**src/hdl/dip_pkg.sv**
```systemverilog
package dip_pkg;

	localparam int QUEUE_DEPTH = 4;

	localparam logic [31:0] LIMIT_TWO_PARTS = 32'h00ff_ffff;
	localparam logic [31:0] LIMIT_THREE_PARTS = 32'h0000_ffff;
	localparam logic [31:0] LIMIT_FOUR_PARTS = 32'h0000_00ff;

	typedef enum logic [2:0] {
		TK_DIGIT,
		TK_HEXL,
		TK_X,
		TK_DOT,
		TK_TERM,
		TK_OTHER
	} tok_class_t;

	typedef enum logic [1:0] {
		RADIX_DEC,
		RADIX_OCT,
		RADIX_HEX
	} radix_t;

	typedef enum logic [2:0] {
		PH_FIRST,
		PH_AFTER_ZERO,
		PH_DIGITS,
		PH_FIN,
		PH_BAD
	} phase_t;

	typedef struct packed {
		tok_class_t cls;
		logic [3:0] val;
		logic last;
	} token_t;

	typedef struct packed {
		logic bad;
		logic [31:0] acc;
		logic [2:0][31:0] parts;
		logic [1:0] nsaved;
	} rec_t;

endpackage

```
**src/hdl/dip_front.sv**
```systemverilog
module dip_front (
	input logic char_valid,
	output logic char_stall,
	input logic [7:0] char_code,
	input logic last,
	input logic q_full,
	output logic push,
	output dip_pkg::token_t tok
);

	localparam logic [7:0] CH_NUL = 8'h00;
	localparam logic [7:0] CH_TAB = 8'h09;
	localparam logic [7:0] CH_CR = 8'h0d;
	localparam logic [7:0] CH_SPACE = 8'h20;
	localparam logic [7:0] CH_DOT = 8'h2e;
	localparam logic [7:0] CH_ZERO = 8'h30;
	localparam logic [7:0] CH_NINE = 8'h39;
	localparam logic [7:0] CH_UA = 8'h41;
	localparam logic [7:0] CH_UF = 8'h46;
	localparam logic [7:0] CH_UX = 8'h58;
	localparam logic [7:0] CH_LA = 8'h61;
	localparam logic [7:0] CH_LF = 8'h66;
	localparam logic [7:0] CH_LX = 8'h78;

	assign char_stall = q_full;
	assign push = char_valid && !q_full;

	always_comb begin
		tok.last = last;
		tok.val = char_code[3:0];
		if (char_code >= CH_ZERO && char_code <= CH_NINE) begin
			tok.cls = dip_pkg::TK_DIGIT;
		end else if ((char_code >= CH_LA && char_code <= CH_LF) ||
				(char_code >= CH_UA && char_code <= CH_UF)) begin
			tok.cls = dip_pkg::TK_HEXL;
			tok.val = char_code[3:0] + 4'd9;
		end else if (char_code == CH_LX || char_code == CH_UX) begin
			tok.cls = dip_pkg::TK_X;
		end else if (char_code == CH_DOT) begin
			tok.cls = dip_pkg::TK_DOT;
		end else if (char_code == CH_NUL || char_code == CH_SPACE ||
				(char_code >= CH_TAB && char_code <= CH_CR)) begin
			tok.cls = dip_pkg::TK_TERM;
		end else begin
			tok.cls = dip_pkg::TK_OTHER;
		end
	end

endmodule

```
**src/hdl/dip_queue.sv**
```systemverilog
module dip_queue #(
	parameter int DEPTH = dip_pkg::QUEUE_DEPTH
) (
	input logic clk,
	input logic arst_n,
	input logic push,
	input dip_pkg::token_t push_tok,
	input logic pop,
	output dip_pkg::token_t head_tok,
	output logic empty,
	output logic full
);

	localparam int IW = (DEPTH > 1) ? $clog2(DEPTH) : 1;
	localparam int CW = $clog2(DEPTH + 1);
	localparam logic [IW-1:0] LAST_IDX = IW'(DEPTH - 1);
	localparam logic [CW-1:0] FULL_COUNT = CW'(DEPTH);

	dip_pkg::token_t tok_q [DEPTH];
	logic [IW-1:0] wr_ptr_q;
	logic [IW-1:0] rd_ptr_q;
	logic [CW-1:0] count_q;

	assign empty = (count_q == '0);
	assign full = (count_q == FULL_COUNT);
	assign head_tok = tok_q[rd_ptr_q];

	always_ff @(posedge clk) begin
		if (push) begin
			tok_q[wr_ptr_q] <= push_tok;
		end
	end

	always_ff @(posedge clk or negedge arst_n) begin
		if (!arst_n) begin
			wr_ptr_q <= '0;
			rd_ptr_q <= '0;
			count_q <= '0;
		end else begin
			if (push) begin
				wr_ptr_q <= (wr_ptr_q == LAST_IDX) ? '0 : wr_ptr_q + 1'b1;
			end
			if (pop) begin
				rd_ptr_q <= (rd_ptr_q == LAST_IDX) ? '0 : rd_ptr_q + 1'b1;
			end
			if (push && !pop) begin
				count_q <= count_q + 1'b1;
			end else if (pop && !push) begin
				count_q <= count_q - 1'b1;
			end
		end
	end

endmodule

```
**src/hdl/dip_parse.sv**
```systemverilog
module dip_parse (
	input logic clk,
	input logic arst_n,
	input logic tok_valid,
	input dip_pkg::token_t tok,
	input logic rec_ready,
	output logic pop,
	output logic rec_push,
	output dip_pkg::rec_t rec
);

	dip_pkg::phase_t phase_q, phase_n;
	dip_pkg::radix_t radix_q, radix_n;
	logic [31:0] acc_q, acc_n;
	logic [2:0][31:0] parts_q, parts_n;
	logic [1:0] nsaved_q, nsaved_n;
	logic step;
	logic [31:0] acc_dec, acc_oct, acc_hex, acc_digit;

	assign step = tok_valid && (!tok.last || rec_ready);
	assign pop = step;
	assign rec_push = step && tok.last;

	assign acc_dec = {acc_q[28:0], 3'b000} + {acc_q[30:0], 1'b0} + {28'd0, tok.val};
	assign acc_oct = {acc_q[28:0], 3'b000} + {28'd0, tok.val};
	assign acc_hex = {acc_q[27:0], tok.val};

	always_comb begin
		case (radix_q)
			dip_pkg::RADIX_HEX: acc_digit = acc_hex;
			dip_pkg::RADIX_OCT: acc_digit = acc_oct;
			default: acc_digit = acc_dec;
		endcase
	end

	always_comb begin
		phase_n = phase_q;
		radix_n = radix_q;
		acc_n = acc_q;
		parts_n = parts_q;
		nsaved_n = nsaved_q;
		case (phase_q)
			dip_pkg::PH_FIRST: begin
				if (tok.cls != dip_pkg::TK_DIGIT) begin
					phase_n = dip_pkg::PH_BAD;
				end else if (tok.val == 4'd0) begin
					acc_n = '0;
					radix_n = dip_pkg::RADIX_OCT;
					phase_n = dip_pkg::PH_AFTER_ZERO;
				end else begin
					acc_n = {28'd0, tok.val};
					radix_n = dip_pkg::RADIX_DEC;
					phase_n = dip_pkg::PH_DIGITS;
				end
			end
			dip_pkg::PH_AFTER_ZERO, dip_pkg::PH_DIGITS: begin
				phase_n = dip_pkg::PH_DIGITS;
				if (phase_q == dip_pkg::PH_AFTER_ZERO && tok.cls == dip_pkg::TK_X) begin
					radix_n = dip_pkg::RADIX_HEX;
				end else begin
					case (tok.cls)
						dip_pkg::TK_DIGIT: acc_n = acc_digit;
						dip_pkg::TK_HEXL: begin
							if (radix_q == dip_pkg::RADIX_HEX) begin
								acc_n = acc_hex;
							end else begin
								phase_n = dip_pkg::PH_BAD;
							end
						end
						dip_pkg::TK_DOT: begin
							if (nsaved_q == 2'd3) begin
								phase_n = dip_pkg::PH_BAD;
							end else begin
								for (int i = 0; i < 3; i++) begin
									if (nsaved_q == 2'(i)) begin
										parts_n[i] = acc_q;
									end
								end
								nsaved_n = nsaved_q + 2'd1;
								acc_n = '0;
								radix_n = dip_pkg::RADIX_DEC;
								phase_n = dip_pkg::PH_FIRST;
							end
						end
						dip_pkg::TK_TERM: phase_n = dip_pkg::PH_FIN;
						default: phase_n = dip_pkg::PH_BAD;
					endcase
				end
			end
			default: begin
			end
		endcase
	end

	// A string that ends where a part must begin is rejected; any other open
	// part is closed as if a terminator followed.
	always_comb begin
		rec.bad = (phase_n == dip_pkg::PH_FIRST) || (phase_n == dip_pkg::PH_BAD);
		rec.acc = acc_n;
		rec.parts = parts_n;
		rec.nsaved = nsaved_n;
	end

	always_ff @(posedge clk or negedge arst_n) begin
		if (!arst_n) begin
			phase_q <= dip_pkg::PH_FIRST;
			radix_q <= dip_pkg::RADIX_DEC;
			acc_q <= '0;
			parts_q <= '0;
			nsaved_q <= '0;
		end else if (step) begin
			if (tok.last) begin
				phase_q <= dip_pkg::PH_FIRST;
				radix_q <= dip_pkg::RADIX_DEC;
				acc_q <= '0;
				parts_q <= '0;
				nsaved_q <= '0;
			end else begin
				phase_q <= phase_n;
				radix_q <= radix_n;
				acc_q <= acc_n;
				parts_q <= parts_n;
				nsaved_q <= nsaved_n;
			end
		end
	end

endmodule

```
**src/hdl/dip_finish.sv**
```systemverilog
module dip_finish (
	input logic clk,
	input logic arst_n,
	input logic rec_push,
	input dip_pkg::rec_t rec,
	output logic rec_ready,
	output logic res_valid,
	input logic res_stall,
	output logic valid_res,
	output logic [31:0] address,
	output logic [2:0] part_count
);

	dip_pkg::rec_t rec_s1;
	logic rec_valid_s1;
	logic out_valid_q;
	logic out_load;
	logic ok;
	logic [31:0] addr;
	logic [31:0] valid_res_q_unused_guard;
	logic valid_res_q;
	logic [31:0] address_q;
	logic [2:0] part_count_q;

	assign out_load = rec_valid_s1 && (!out_valid_q || !res_stall);
	assign rec_ready = !rec_valid_s1 || out_load;
	assign valid_res_q_unused_guard = address_q;

	always_comb begin
		case (rec_s1.nsaved)
			2'd0: begin
				ok = 1'b1;
				addr = rec_s1.acc;
			end
			2'd1: begin
				ok = rec_s1.acc <= dip_pkg::LIMIT_TWO_PARTS;
				addr = rec_s1.acc | {rec_s1.parts[0][7:0], 24'd0};
			end
			2'd2: begin
				ok = rec_s1.acc <= dip_pkg::LIMIT_THREE_PARTS;
				addr = rec_s1.acc | {rec_s1.parts[0][7:0], 24'd0} |
					{rec_s1.parts[1][15:0], 16'd0};
			end
			default: begin
				ok = rec_s1.acc <= dip_pkg::LIMIT_FOUR_PARTS;
				addr = rec_s1.acc | {rec_s1.parts[0][7:0], 24'd0} |
					{rec_s1.parts[1][15:0], 16'd0} | {rec_s1.parts[2][23:0], 8'd0};
			end
		endcase
		ok = ok && !rec_s1.bad;
	end

	always_ff @(posedge clk or negedge arst_n) begin
		if (!arst_n) begin
			rec_valid_s1 <= 1'b0;
			out_valid_q <= 1'b0;
		end else begin
			if (rec_ready) begin
				rec_valid_s1 <= rec_push;
			end
			if (out_load) begin
				out_valid_q <= 1'b1;
			end else if (!res_stall) begin
				out_valid_q <= 1'b0;
			end
		end
	end

	always_ff @(posedge clk) begin
		if (rec_ready && rec_push) begin
			rec_s1 <= rec;
		end
		if (out_load) begin
			valid_res_q <= ok;
			address_q <= ok ? addr : 32'd0;
			part_count_q <= ok ? {1'b0, rec_s1.nsaved} + 3'd1 : 3'd0;
		end
	end

	assign res_valid = out_valid_q;
	assign valid_res = valid_res_q;
	assign address = valid_res_q_unused_guard;
	assign part_count = part_count_q;

endmodule

```
**src/hdl/dotted_ipv4_text_parser_top.sv**
```systemverilog
// Parses dotted IPv4 text in the classic loose dotted form, one character word per clock:
// decimal, octal after a leading zero or hex after 0x parts, one to four of them, with the
// part accumulator wrapping at 32 bits. Only the word marked last yields a result word,
// carrying the verdict, the address and the part count; that word's record then passes the
// finish stage's record register and the output register that drives res_valid. Characters
// go through a classifier into a small queue, so the input keeps taking one word per cycle
// while a result waits on the output, until the queue fills; the parser sets the rate of one
// character per clock while the queue is not empty and no last word waits, folding in each
// digit with shift-adds. A character sent while the queue is full is held off by char_stall.
module dotted_ipv4_text_parser_top #(
	parameter int QUEUE_DEPTH = dip_pkg::QUEUE_DEPTH
) (
	input logic clk,
	input logic arst_n,
	input logic char_valid,
	output logic char_stall,
	input logic [7:0] char_code,
	input logic last,
	output logic res_valid,
	input logic res_stall,
	output logic valid_res,
	output logic [31:0] address,
	output logic [2:0] part_count
);

	dip_pkg::token_t front_tok;
	dip_pkg::token_t head_tok;
	dip_pkg::rec_t rec;
	logic push;
	logic pop;
	logic q_empty;
	logic q_full;
	logic rec_push;
	logic rec_ready;

	dip_front u_front (
		.char_valid(char_valid),
		.char_stall(char_stall),
		.char_code(char_code),
		.last(last),
		.q_full(q_full),
		.push(push),
		.tok(front_tok)
	);

	dip_queue #(
		.DEPTH(QUEUE_DEPTH)
	) u_queue (
		.clk(clk),
		.arst_n(arst_n),
		.push(push),
		.push_tok(front_tok),
		.pop(pop),
		.head_tok(head_tok),
		.empty(q_empty),
		.full(q_full)
	);

	dip_parse u_parse (
		.clk(clk),
		.arst_n(arst_n),
		.tok_valid(!q_empty),
		.tok(head_tok),
		.rec_ready(rec_ready),
		.pop(pop),
		.rec_push(rec_push),
		.rec(rec)
	);

	dip_finish u_finish (
		.clk(clk),
		.arst_n(arst_n),
		.rec_push(rec_push),
		.rec(rec),
		.rec_ready(rec_ready),
		.res_valid(res_valid),
		.res_stall(res_stall),
		.valid_res(valid_res),
		.address(address),
		.part_count(part_count)
	);

	assert property (@(posedge clk) disable iff (!arst_n)
		res_valid && valid_res |-> part_count != 3'd0 && part_count <= 3'd4)
		else $error("accepted address carries a bad part count");

	assert property (@(posedge clk) disable iff (!arst_n)
		res_valid && !valid_res |-> address == 32'd0 && part_count == 3'd0)
		else $error("rejected string carries a nonzero address or count");

	assert property (@(posedge clk) disable iff (!arst_n)
		!(q_empty && q_full))
		else $error("queue is both empty and full");

	assert property (@(posedge clk) disable iff (!arst_n)
		rec_push |-> rec_ready && !q_empty)
		else $error("parser closed a string with nowhere to put it");

endmodule
```
**config.mk**
```make
export PLATFORM = sky130hd
export DESIGN_NAME = dotted_ipv4_text_parser_top
export DESIGN_NICKNAME = d
export VERILOG_FILES = /design/src/hdl/dip_pkg.sv /design/src/hdl/dip_front.sv /design/src/hdl/dip_queue.sv /design/src/hdl/dip_parse.sv /design/src/hdl/dip_finish.sv /design/src/hdl/dotted_ipv4_text_parser_top.sv
export SDC_FILE = /design/constraint.sdc
export NUM_CORES = 1
export LEC_CHECK = 0
export ABC_AREA = 1
export BUFFER_PORTS_ARGS = -buffer_cell sky130_fd_sc_hd__buf_2
export CORE_UTILIZATION = 40
export CTS_CLUSTER_DIAMETER = 30
export DETAILED_ROUTE_END_ITERATION = 10
export GPL_ROUTABILITY_DRIVEN = 0
export GPL_TIMING_DRIVEN = 0
export HOLD_SLACK_MARGIN = 0.1
export SLEW_MARGIN = 20
export SYNTH_ARGS = -nofsm -noshare
export SYNTH_HDL_FRONTEND = slang
export SYNTH_SLANG_ARGS = --single-unit
```
**constraint.sdc**
```tcl
create_clock -name clk -period 9.3 [get_ports clk]
set_clock_uncertainty 0.15 [all_clocks]
set_input_delay 1.86 -clock clk [delete_from_list [all_inputs] [get_ports clk]]
set_output_delay 1.86 -clock clk [all_outputs]
set_load 0.005 [all_outputs]
```
# After elaboration in Yosys (flattened, before gate mapping)
# Memory sizes are Yosys's and may differ from the RTL's.
# Index checks and enable logic that the tools add are counted.
# Widths: inputs -> output; s select.
[totals] ramBits=32 inputBits=13 register_bits=263 output_inout_bits=38 elab_cells=168 memories=1
[memory_table] memory="u_queue.tok_q" depth=4 word_bits=8 rd=1 rd_ports_with_merged_regs=0 write_ports=1 line_no="dip_queue.sv:19" text="dip_pkg::token_t tok_q [DEPTH];"
[classes] magnitude_cmp=11 bitwise=3 reduce_logical=43 add_sub_neg=10 muxes=54 n_eq_ne=25
[ops] operator="$mux 96" n=5
[ops] operator="$mux 32" n=8
[ops] operator="$pmux 32 s3" n=2
[ops] operator="$pmux 32 s2" n=2
[ops] operator="$or 32x32->32" n=3
[ops] operator="$add 32x4->32" n=2
[ops] operator="$mux 3" n=11
[ops] operator="$add 32x32->32" n=1
[ops] operator="$le 32x16->1 const B" n=1
[ops] operator="$le 32x24->1 const B" n=1
[ops] operator="$le 32x8->1 const B" n=1
[ops] operator="$mux 2" n=13
[ops] operator="$eq 8x6->1 const B" n=2
[ops] operator="$eq 8x7->1 const B" n=2
[ops] operator="$ge 8x7->1 const B" n=2
[ops] operator="$le 8x7->1 const B" n=2
[ops] operator="$logic_and 1x1->1" n=13
[ops] operator="$eq 2x2->1 const B" n=6
[ops] operator="$logic_not 3->1" n=4
[ops] operator="$mux 4" n=3
[ops] operator="$pmux 3 s4" n=1
[ops] operator="$eq 3x2->1 const B" n=3
[ops] operator="$eq 3x3->1 const B" n=3
[ops] operator="$logic_not 1->1" n=9
[ops] operator="27 further kinds" n=46

# Depth between registers and ports, before layout
# Gate-level depths: netlist of run 1.
[depth] word_depth=9 mapped_depth=26 mapped_depth_nobuf=24

# By module
# A second synthesis of run 1 with hierarchy kept.
[unflattened] hier_cells=2389 hier_area_um2=18235.0
[modules_own_cells] module="dip_parse" seq_area_each_um2=3378.2 cells_each=1891 n_inst=1 area_per_inst_um2=11701.2
[modules_own_cells] module="dip_finish" seq_area_each_um2=3623.5 cells_each=296 n_inst=1 area_per_inst_um2=4526.8
[modules_own_cells] module="dip_queue" seq_area_each_um2=1136.1 cells_each=145 n_inst=1 area_per_inst_um2=1707.9
[modules_own_cells] module="dip_front" seq_area_each_um2=0.0 cells_each=56 n_inst=1 area_per_inst_um2=295.3
[modules_own_cells] module="dotted_ipv4_text_parser_top" seq_area_each_um2=0.0 cells_each=1 n_inst=1 area_per_inst_um2=3.8

# Worst setup path before layout of run 1
# No wires, ideal clock.
[synth_timing] path_kind="input -> register" start="input port res_stall" end="register u_finish.rec_s1[0] in the netlist's numbering (enable)" n_path_buf=0 arrival_ns=5.585 cell_stages=5 path_slack_ns=3.039 path_cell_list="nand2_1 > inv_1 > nand2_1 > nand2_1 > nor2_1"
[synth_between] elab_chain_len=8
[synth_lines] item="from (decl)" line_no="dotted_ipv4_text_parser_top.sv:20" text="input logic res_stall,"
[synth_lines] item="$logic_not 1->1 (*)" line_no="dip_finish.sv:25" text="assign out_load = rec_valid_s1 && (!out_valid_q || !res_stall);"
[synth_lines] item="$logic_or 1x1->1 (*)" line_no="dip_finish.sv:25"
[synth_lines] item="$logic_and 1x1->1 (*)" line_no="dip_finish.sv:25"
[synth_lines] item="$logic_or 1x1->1 (*)" line_no="dip_finish.sv:26" text="assign rec_ready = !rec_valid_s1 || out_load;"
[synth_lines] item="$logic_or 1x1->1" line_no="dip_parse.sv:20" text="assign step = tok_valid && (!tok.last || rec_ready);"
[synth_lines] item="$logic_and 1x1->1" line_no="dip_parse.sv:20"
[synth_lines] item="$logic_and 1x1->1" line_no="dip_parse.sv:22" text="assign rec_push = step && tok.last;"
[synth_lines] item="$logic_and 1x1->1 (*)" line_no="dip_finish.sv:70" text="if (rec_ready && rec_push) begin"
[synth_lines] item="to (signal assigned)" line_no="dip_finish.sv:71" text="rec_s1 <= rec;"
[synth_lines] item="to (decl)" line_no="dip_finish.sv:14" text="dip_pkg::rec_t rec_s1;"
# Mark *: on every way between the ends. The rest lies on a longest branch, timed or not.
# A chain may end at the register's enable or synchronous reset.

==> results of run 1 <==
registers in the layout, indices dropped and copies added, names as in the netlist, 3 cells and up:
name                 cells
u_finish.address        32
u_parse.phase_q          3
u_queue.tok_q           32
u_queue.count_q          3
u_finish.rec_s1         83
u_parse.parts_q         48
u_finish.part_count      3
u_parse.acc_q           32
cells by family (layout without fill, tap and decap cells):
| family | after synthesis | in the layout | synth area share |
|---|---|---|---|
| AND/OR/NAND/NOR | 899 | 899 | 0.251 |
| buffers and inverters | 376 | 527 | 0.0983 |
| AO/OA/AOI/OAI | 344 | 344 | 0.126 |
| flip-flops | 247 | 247 | 0.452 |
| adder cells (fa/ha/maj) | 79 | 79 | 0.0659 |
| XOR/XNOR | 11 | 11 | 0.00628 |
| multiplexers | 1 | 1 | 0.000734 |
power by group through the flow:
stage                     combinational (uW)  sequential [uW]  clock, uW
final                                   1740             1780       2010
after global routing                    1920             1800       2080
after CTS                               1740             1770       2030
after detailed placement                1720             1790          0
after global placement                  1620             1840          0
after floorplan                         1120             1740          0
per-stage QoR:
step | worst slack (ns) | cell area (um^2) | utilization | hold WS, ns
global placement | 1.39 | 16200 | 0.431 | 0.319
global route | 4.79 | 18300 | 0.485 | 0.391
floorplan | 3.04 | 15300 | - | 0.297
detailed placement | 5.03 | 16400 | 0.435 | 0.344
CTS | 5.15 | 18300 | 0.485 | 0.354
finish | 5.00 | 18300 | 0.485 | 0.348
critical path, cell delays in order (launching register included):
cell and delay [ns]:
dfrtp_1 0.39, buf_6 0.15, inv_4 0.09, buf_2 0.22, nand2_1 0.07, a32oi_1 0.45, ha_1 0.26, ha_1 0.18
inv_1 0.06, fa_1 0.40, inv_1 0.12, nand3_1 0.09, nand3_1 0.24, nor2_1 0.06, o21ai_0 0.47, a21oi_1 0.14
o21ai_0 0.48, nand2_1 0.11, nand2_1 0.10
area by class of cell:
cell class	count	share of cell area
repair buffers	55	0.0203
multi-input cells	1334	0.378
clock inverters	33	0.0305
inverters	296	0.0612
plain buffers	80	0.0214
flip-flops and latches	247	0.379
well taps	511	0.0350
clock buffers	63	0.0740
worst min-delay path by stage:
| stage | from | to | slack [ns] | depth (start not counted) |
|---|---|---|---|---|
| after global placement | u_finish.rec_valid_s1 | u_finish.res_valid | 0.32 | 2 |
| after global routing | u_finish.res_valid | u_finish.res_valid | 0.39 | 2 |
| after floorplan | u_finish.rec_valid_s1 | u_finish.res_valid | 0.30 | 2 |
| after detailed placement | u_finish.res_valid | u_finish.res_valid | 0.34 | 2 |
| final | u_finish.res_valid | u_finish.res_valid | 0.35 | 2 |
| after CTS | u_finish.res_valid | u_finish.res_valid | 0.35 | 2 |
layer usage:
metal,routed length (um),vias to the layer above,global-route usage
met3,3000,111,0.0317
met2,21700,529,0.398
met5,13,-,0
met1,20800,6438,0.328
li1,-,6673,-
met4,1510,2,0.0890
cell usage after synthesis, types with 5 or more instances:
master,number
buf_6,5
nand2_4,7
o21bai_1,5
a31oi_1,6
a21o_1,6
o21ai_2,7
inv_2,11
o21ai_1,46
nor2_1,135
o211ai_1,6
ha_1,76
nand3_1,119
o31ai_1,6
clkbuf_1,33
inv_1,281
nand2_2,8
xnor2_1,7
nand4_1,13
o21ai_0,82
dfrtp_1,96
nor2_4,5
nand3_2,6
nand3b_1,9
o22ai_1,58
a21oi_1,112
edfxtp_1,151
nand2_1,551
buf_2,38
nor3_1,25
==> impl_metrics.csv, run 1 <==
group,metric,value,unit
global_route,grt_max_degree,73,
yosys,synth_area_leaders,"edfxtp_1 (30%), dfrtp_1 (16%), nand2_1 (13%)",
global_route,grt_overflow,0,
route,drc,0,
yosys,synth_edf_count,151,
floorplanning,die_w,198,um
power_and_ir_drop,vdd_ir_drop_max,160,uV
clock_network,clk_latency,0.57,ns
worst_setup_path,r2r_setup_slack,5.00,ns
global_route,grt_pass1_wl,73.2,mm
sta,post-route-period-util,0.463,
layout,layout_commonest_cell,"nand2_1",
worst_setup_path,crit_path_start_kind,"flip-flop",
route,vias,13800,
clock_network,htreeDepth,2,
layout,area_growth,19.1,%
layout,nNetsFinal,2157,
layout,layoutNonFillerInstCount,2619,
global_route,grt_pass1_vias,13100,
flow_run,drv_cap,0,
sta,rsz0062_at_grt,"no",
floorplanning,io-pin-count,51,
clock_network,ctsHoldBuffers,0,
yosys,netlist_area,0.0153,mm^2
power_and_ir_drop,power.internal,3500,uW
clock_network,cts_root_buf,"clkbuf_16",
layout,antenna_cells,0,
clock_network,cts_buffer_depth,3,
worst_setup_path,r2r_cells,18,
power_and_ir_drop,clkPwrFrac,0.364,
power_and_ir_drop,power,5530,uW
yosys,yosysWarnings,0,
yosys,synth_top_area_share,0.296,
route,vias_per_cell,5.25,
sta,fin_crit,4.30,ns
yosys,ys_seq_elements,247,
route,ant_nets,0,
sta,finalSetupTns,0,ns
yosys,synth_cell_types,52,
worst_setup_path,endpoint_kind,"flip-flop",
route,wire_per_inst,18.0,um
run_status,status,"finished clean",
worst_setup_path,worstPathRequired,9.64,ns
yosys,async_flop_share,0.389,
worst_setup_path,path_class,"flip-flop to flip-flop",
clock_network,clkSlewWorstSetupHoldPaths,0.05,ns
power_and_ir_drop,sw_frac_of_total,0.367,
yosys,synth_seq_area_share,0.452,
placed_design,dp_cells,2523,
yosys,ys.flop_type,"edfxtp_1",
worst_setup_path,regToRegStartpoint,"u_queue.rd_ptr_q[0]",
yosys,synthCells,1957,
global_route,antenna_found_initial,1,
layout,fill_cells,3713,
route,drt_iter0_drc,1185,
clock_network,cts_tree,"built",
sta,slew-limit-headroom,0.427,
yosys,syn_nets,2049,
route,totalWireLength,47.0,mm
placed_design,hpwl,35.6,mm
sta,worst_pin_slew,0.856,ns
clock_network,cts_resized,0,
global_route,track_usage,0.243,
clock_network,clock-sinks,247,
layout,multi_input_area,0.00691,mm^2
sta,setup-violations-final,0,
clock_network,cts-buffers-inserted,51,
worst_setup_path,r2r-end,"u_parse.acc_q[12]",
power_and_ir_drop,combPwrFrac,0.315,
clock_network,post_cts.repair.setup_buffers,0,
yosys,synth.avg_cell_area,7.84,um^2
route,drt_first_pass_iters,6,
layout,ff_latch_area,0.00694,mm^2
yosys,synth_top_area_cell,"edfxtp_1",
layout,mostFrequentLayoutCells,"nand2_1 (551), inv_1 (281), edfxtp_1 (151), nor2_1 (133), nand3_1 (119)",
sta,maxSlewViolCount,0,
power_and_ir_drop,power_frac_seq,0.321,
floorplanning,fp.dieArea,0.0391,mm^2
floorplanning,die_h,198,um
worst_setup_path,critPathCapture,"u_parse.acc_q[12]",
sta,hold_viol,0,
worst_setup_path,path_max_fanout,10,
placed_design,portBuffers,50,
floorplanning,core_area,0.0377,mm^2
power_and_ir_drop,cellPowerDensity,302,mW/mm^2
sta,max_freq,232,MHz
min_path,min_path_type,"flip-flop to flip-flop",
worst_setup_path,critPathLaunch,"u_queue.rd_ptr_q[0]",
floorplanning,start_util,0.407,
layout,drive_above_1_share,0.116,
floorplanning,core.rowCount,71,
power_and_ir_drop,p_sw,2030,uW
power_and_ir_drop,p_leak,0.00890,uW
worst_setup_path,arrival,4.64,ns
No activity file was read; power rests on OpenSTA's default activity.
==> inputs of run 2 (changes only) <==
clock period = 3.85 ns   (was 9.3 ns; I/O delays follow)
==> run 2 against run 1 <==
Combinational power grew 140%. Cell area shrank 0.53%. First-iteration DRC count grew 0.93%. Power grew 130%. Worst setup slack lost 4.8 ns. Core utilization shrank 0.26 points. Sequential share of layout area grew 0.21 points. Die area is the same. Sequential power grew 140%. Critical path type unchanged.
==> impl_metrics.csv, run 2 (synthesis gave the netlist of run 1 again) <==
group,metric,value,unit
run_status,status,"finished clean",
global_route,antenna_found_initial,1,
worst_setup_path,critPathMaxStageDelay,0.41,ns
power_and_ir_drop,cellPowerDensity,707,mW/mm^2
layout,largestRegisters,"u_finish.rec_s1 (83), u_parse.parts_q (48)",
sta,post-route-period-util,0.948,
worst_setup_path,regToRegStartpoint,"u_queue.rd_ptr_q[0]",
worst_setup_path,cp_cell_sequence,"buf_6, buf_6, a21oi_1, a32o_1, inv_1, ha_1, ha_1, inv_1, fa_1, inv_2, nand3_1, nand3_2, nand2_1, nand2_1, o21ai_0, a21oi_1, o22ai_1, nand2_1, o21ai_1, and2_1",
placed_design,portBuffers,50,
global_route,grt_max_degree,74,
layout,fill_cells,3682,
power_and_ir_drop,vdd_ir_drop_max,416,uV
flow_run,drv_cap,0,
clock_network,cts_root_buf,"clkbuf_16",
worst_setup_path,r2r-end,"u_finish.rec_s1[106]",
route,vias,13700,
layout,mostFrequentLayoutCells,"nand2_1 (545), inv_1 (280), edfxtp_1 (151), nor2_1 (133), nand3_1 (117)",
placed_design,hpwl,35.6,mm
clock_network,cts-buffers-inserted,51,
worst_setup_path,path_max_fanout,10,
floorplanning,start_util,0.407,
worst_setup_path,r2r_cells,20,
route,drt_iter0_drc,1196,
layout,finish.utilization,0.483,
floorplanning,die_w,198,um
worst_setup_path,crit_slowest_cell,"fa_1",
route,ant_nets,0,
clock_network,cts_buffer_depth,3,
worst_setup_path,critPathCapture,"u_finish.rec_s1[106]",
worst_setup_path,path_class,"flip-flop to flip-flop",
placed_design,place_ws,-0.231,ns
min_path,min_path_type,"primary input to flip-flop",
sta,final.setup.worst_slack,0.201,ns
sta,slew-limit-headroom,0.425,
floorplanning,core_area,0.0377,mm^2
layout,area_growth,18.5,%
sta,hold_viol,0,
sta,maxSlewViolCount,0,
clock_network,clock-sinks,247,
worst_setup_path,critPathLaunch,"u_queue.rd_ptr_q[0]",
worst_setup_path,endpoint_kind,"flip-flop",
power_and_ir_drop,p_leak,0.00886,uW
layout,largest-register,"u_finish.rec_s1",
floorplanning,io-pin-count,51,
sta,max_freq,274,MHz
clock_network,cts_tree,"built",
sta,worst_pin_slew,0.859,ns
sta,fin_crit,3.65,ns
global_route,grt_pass1_vias,13000,
route,vias_per_cell,5.24,
worst_setup_path,arrival,3.80,ns
floorplanning,fp.dieArea,0.0391,mm^2
clock_network,clkSlewWorstSetupHoldPaths,0.05,ns
sta,rsz0062_at_grt,"no",
layout,nNetsFinal,2157,
route,wire_per_inst,17.9,um
layout,largest_reg_flops,83,
clock_network,clk_latency,0.58,ns
global_route,track_usage,0.243,
worst_setup_path,worstPathRequired,4.01,ns
layout,antenna_cells,0,
sta,holdWs,0.285,ns
global_route,grt_overflow,0,
global_route,grt_pass1_wl,73.2,mm
route,drc,0,
worst_setup_path,r2r_setup_slack,0.20,ns
clock_network,htreeDepth,2,
worst_setup_path,crit_path_start_kind,"flip-flop",
power_and_ir_drop,power,12900,uW
layout,layout_commonest_cell,"nand2_1",
floorplanning,core.rowCount,71,
route,totalWireLength,46.8,mm
worst_setup_path,cp_common_cell,"nand2_1",
layout,drive_above_1_share,0.124,
route,drt_first_pass_iters,8,
floorplanning,die_h,198,um
sta,setup-violations-final,0,
## run 2: cell types whose count changed in the layout (fill, tap and decap cells not counted), moves of 2 or more
cell       delta
o21ai_1       +2
clkbuf_8      +7
o21ai_0       -2
bufinv_16     -9
inv_6         +5
nand3_1       -2
clkinv_4      +4
nand2_1       -6
nand2_2       +6
clkbuf_1      -6
clkinv_2      +2
buf_2         -3
## run 2: how the worst min path moves through the flow
| stage | endpoint | cells past startpoint | from | slack (ns) |
|---|---|---|---|---|
| 2_1_floorplan | u_finish.res_valid | 2 | u_finish.rec_valid_s1 | 0.30 |
| 3_3_place_gp | u_finish.res_valid | 2 | u_finish.rec_valid_s1 | 0.32 |
| 3_5_place_dp | u_finish.rec_valid_s1 | 2 | u_finish.rec_valid_s1 | 0.35 |
| 4_1_cts | u_queue.tok_q[0][0] | 1 | last | 0.27 |
| 5_1_grt | u_queue.tok_q[0][0] | 1 | last | 0.28 |
| 6_report | u_queue.tok_q[0][0] | 1 | last | 0.28 |
## run 2: power by group
group          switching, uW  internal, uW  leakage [uW]
sequential               446          3840       0.00279
combinational           2960          1250       0.00521
clock                   1490          2870      0.000857
total                   4890          7970       0.00886
## run 2: repair_timing
action / in CTS / in global routing
hold buffers: 1 / 0
setup endpoints to repair: 18 / 36
setup buffers: 0 / 1
pin swaps: 0 / 1
endpoints found under the hold margin: 23 / 0
resized for setup: 4 / 16
## run 2: per-layer routing
| layer | track usage | up-vias | wire length (um) |
|---|---|---|---|
| met5 | 0 | - | 13 |
| li1 | - | 6678 | - |
| met2 | 0.393 | 534 | 21400 |
| met4 | 0.103 | 2 | 1880 |
| met3 | 0.0407 | 132 | 3060 |
| met1 | 0.322 | 6379 | 20500 |
## run 2: metrics by stage
stage                     std cells  setup TNS [ns]  instance area (um^2)
after floorplan                1957               0                 15300
after global placement         2518          -90.54                 16200
after detailed placement       2523           -1.41                 16400
after CTS                      2618               0                 18100
after global routing           2619               0                 18200
final                          2619               0                 18200
## run 2: layout make-up
type                    instances  area (um^2)  area share
plain buffers                  78          387      0.0213
clock buffers                  63         1400      0.0771
clock inverters                33          347      0.0191
inverters                     296         1120      0.0618
multi-input cells            1334         6960       0.383
flip-flops and latches        247         6940       0.382
well taps                     511          639      0.0352
repair buffers                 57          389      0.0214
## run 2: critical path, delay by kind of cell (launching register included)
kind / cells / cell delay, ns
buffers and inverters: 5 / 0.53
adders and majority gates: 3 / 0.88
DFF: 1 / 0.40
AOI/OAI and AO/OA: 6 / 0.80
and+or+nand+nor: 6 / 0.64
==> inputs of run 3 (changes only) <==
clock period = 4 ns   (was 3.85 ns; I/O delays follow)
==> run 3 against run 2 <==
Cell area shrank 0.18%. Sequential share of layout area grew 0.061 points. Critical endpoint unchanged. Worst setup slack gained 0.011 ns. Largest power group unchanged. Power shrank 3.8%. Register-to-register slack is essentially flat.
==> impl_metrics.csv, run 3 (synthesis gave the netlist of run 1 again) <==
group,metric,value,unit
global_route,grt_pass1_vias,13000,
min_path,hp-start,"last",
sta,max_freq,264,MHz
worst_setup_path,crit_slowest_cell,"dfrtp_1",
sta,slew-limit-headroom,0.428,
global_route,use_met2,0.393,
worst_setup_path,r2r_cells,20,
global_route,grt_pass1_wl,73.2,mm
clock_network,clock-sinks,247,
layout,largestRegisters,"u_finish.rec_s1 (83), u_parse.parts_q (48)",
placed_design,portBuffers,50,
global_route,track_usage,0.243,
worst_setup_path,arrival,3.94,ns
worst_setup_path,regToRegStartpoint,"u_queue.rd_ptr_q[0]",
sta,rsz0062_at_grt,"no",
min_path,min_path_type,"primary input to flip-flop",
sta,hold_viol,0,
layout,layout_commonest_cell,"nand2_1",
layout,largest-register,"u_finish.rec_s1",
power_and_ir_drop,cellPowerDensity,681,mW/mm^2
layout,area_growth,18.3,%
layout,largest_reg_flops,83,
power_and_ir_drop,p_leak,0.00886,uW
floorplanning,start_util,0.407,
global_route,grtUsageMet3,0.0407,
worst_setup_path,critPathMaxStageDelay,0.40,ns
clock_network,cts_root_buf,"clkbuf_16",
placed_design,hpwl,35.6,mm
worst_setup_path,r2r_setup_slack,0.21,ns
sta,finalSetupTns,0,ns
flow_run,drv_cap,0,
sta,setup-violations-final,0,
route,ant_nets,0,
floorplanning,core.rowCount,71,
route,totalWireLength,46.9,mm
route,drt_iter0_drc,1317,
floorplanning,die_h,198,um
route,vias,13700,
route,wire_per_inst,17.9,um
clock_network,clkSlewWorstSetupHoldPaths,0.05,ns
layout,mostFrequentLayoutCells,"nand2_1 (548), inv_1 (281), edfxtp_1 (151), nor2_1 (133), nand3_1 (117)",
sta,worst_pin_slew,0.855,ns
floorplanning,die_w,198,um
min_path,hold_depth,1,
worst_setup_path,worstPathRequired,4.16,ns
power_and_ir_drop,vdd_ir_drop_max,397,uV
floorplanning,io-pin-count,51,
sta,post-route-period-util,0.947,
clock_network,cts_buffer_depth,3,
clock_network,cts-buffers-inserted,51,
min_path,min_to,"u_queue.tok_q[0][0]",
layout,antenna_cells,0,
sta,maxSlewViolCount,0,
route,drt_first_pass_iters,5,
worst_setup_path,r2r-end,"u_finish.rec_s1[106]",
clock_network,clk_latency,0.58,ns
sta,holdWs,0.318,ns
worst_setup_path,path_max_fanout,10,
global_route,busiest_layer,"met2",
global_route,grt_overflow,0,
layout,drive_above_1_share,0.121,
layout,nNetsFinal,2156,
clock_network,cts_tree,"built",
global_route,grt_max_degree,74,
worst_setup_path,crit_path_start_kind,"flip-flop",
route,drc,0,
global_route,use_met1,0.322,
layout,design_area,0.0182,mm^2
clock_network,htreeDepth,2,
placed_design,placed_area,0.0164,mm^2
worst_setup_path,path_class,"flip-flop to flip-flop",
floorplanning,core_area,0.0377,mm^2
power_and_ir_drop,power,12400,uW
floorplanning,fp.dieArea,0.0391,mm^2
run_status,status,"finished clean",
worst_setup_path,cp_cell_sequence,"buf_6, clkbuf_4, a21oi_1, a32o_1, inv_1, ha_1, ha_1, inv_1, fa_1, inv_1, nand3_1, nand3_2, nand2_1, nand2_1, o21ai_0, a21oi_1, o22ai_1, nand2_1, o21ai_1, and2_1",
sta,fin_crit,3.79,ns
worst_setup_path,endpoint_kind,"flip-flop",
global_route,antenna_found_initial,1,
route,vias_per_cell,5.22,
[run 3: cell count changes in the layout (fill, tap and decap cells not counted), sizes merged]
cell,change
buf,-2
clkbuf,+1
[run 3: critical path, delay by kind of cell (launching register included)]
kind | cells | cell delay (ns)
compound gates | 6 | 0.84
buf+inv | 5 | 0.61
simple gates | 6 | 0.68
fa+ha+maj | 3 | 0.86
flops | 1 | 0.40
[run 3: per-stage QoR]
| stage | utilization | cells | worst slack (ns) |
|---|---|---|---|
| floorplan | - | 1957 | 0.162 |
| global placement | 0.431 | 2518 | -0.938 |
| detailed placement | 0.435 | 2523 | -0.0809 |
| CTS | 0.482 | 2620 | 0.00437 |
| global route | 0.482 | 2618 | 0.00369 |
| finish | 0.482 | 2618 | 0.212 |
[run 3: how the worst max path moves through the flow]
stage | startpoint | to | slack, ns | cells after the start
floorplan | u_queue.rd_ptr_q[0] | u_finish.rec_s1[0] | 0.16 | 6
global placement | u_queue.rd_ptr_q[0] | u_finish.rec_s1[77] | -0.94 | 6
detailed placement | u_queue.rd_ptr_q[0] | u_finish.rec_s1[128] | -0.08 | 23
CTS | u_queue.rd_ptr_q[0] | u_parse.acc_q[12] | 0.004 | 17
global route | u_queue.rd_ptr_q[0] | u_finish.rec_s1[129] | 0.004 | 21
finish | u_queue.rd_ptr_q[0] | u_finish.rec_s1[106] | 0.21 | 20
[run 3: repair_timing]
| item | CTS | global route |
|---|---|---|
| gates resized for setup | 2 | 9 |
| setup endpoints to repair | 4 | 42 |
| endpoints found under the hold margin | 23 | 0 |
| buffers inserted | 0 | 0 |
| hold buffers | 1 | 0 |
[run 3: layout make-up]
class / count / area [um^2]
fillers: 3692 / 19500
inverters: 296 / 1120
repair buffers: 56 / 382
clock inverters: 33 / 347
well taps: 511 / 639
multi-input cells: 1334 / 6940
plain buffers: 78 / 383
clock buffers: 63 / 1400
flip-flops and latches: 247 / 6940
[run 3: power by group]
part / internal (uW) / leakage, uW / switching, uW
Combinational: 1200 / 0.00521 / 2840
Sequential: 3690 / 0.00279 / 429
Clock: 2770 / 0.000857 / 1440
Total: 7660 / 0.00886 / 4710
[run 3: per-layer routing]
metal  part of all wire  vias up
met1               0.44     6368
met5            0.00028        -
li1                   -     6677
met4              0.042        2
met2               0.46      490
met3              0.064      130
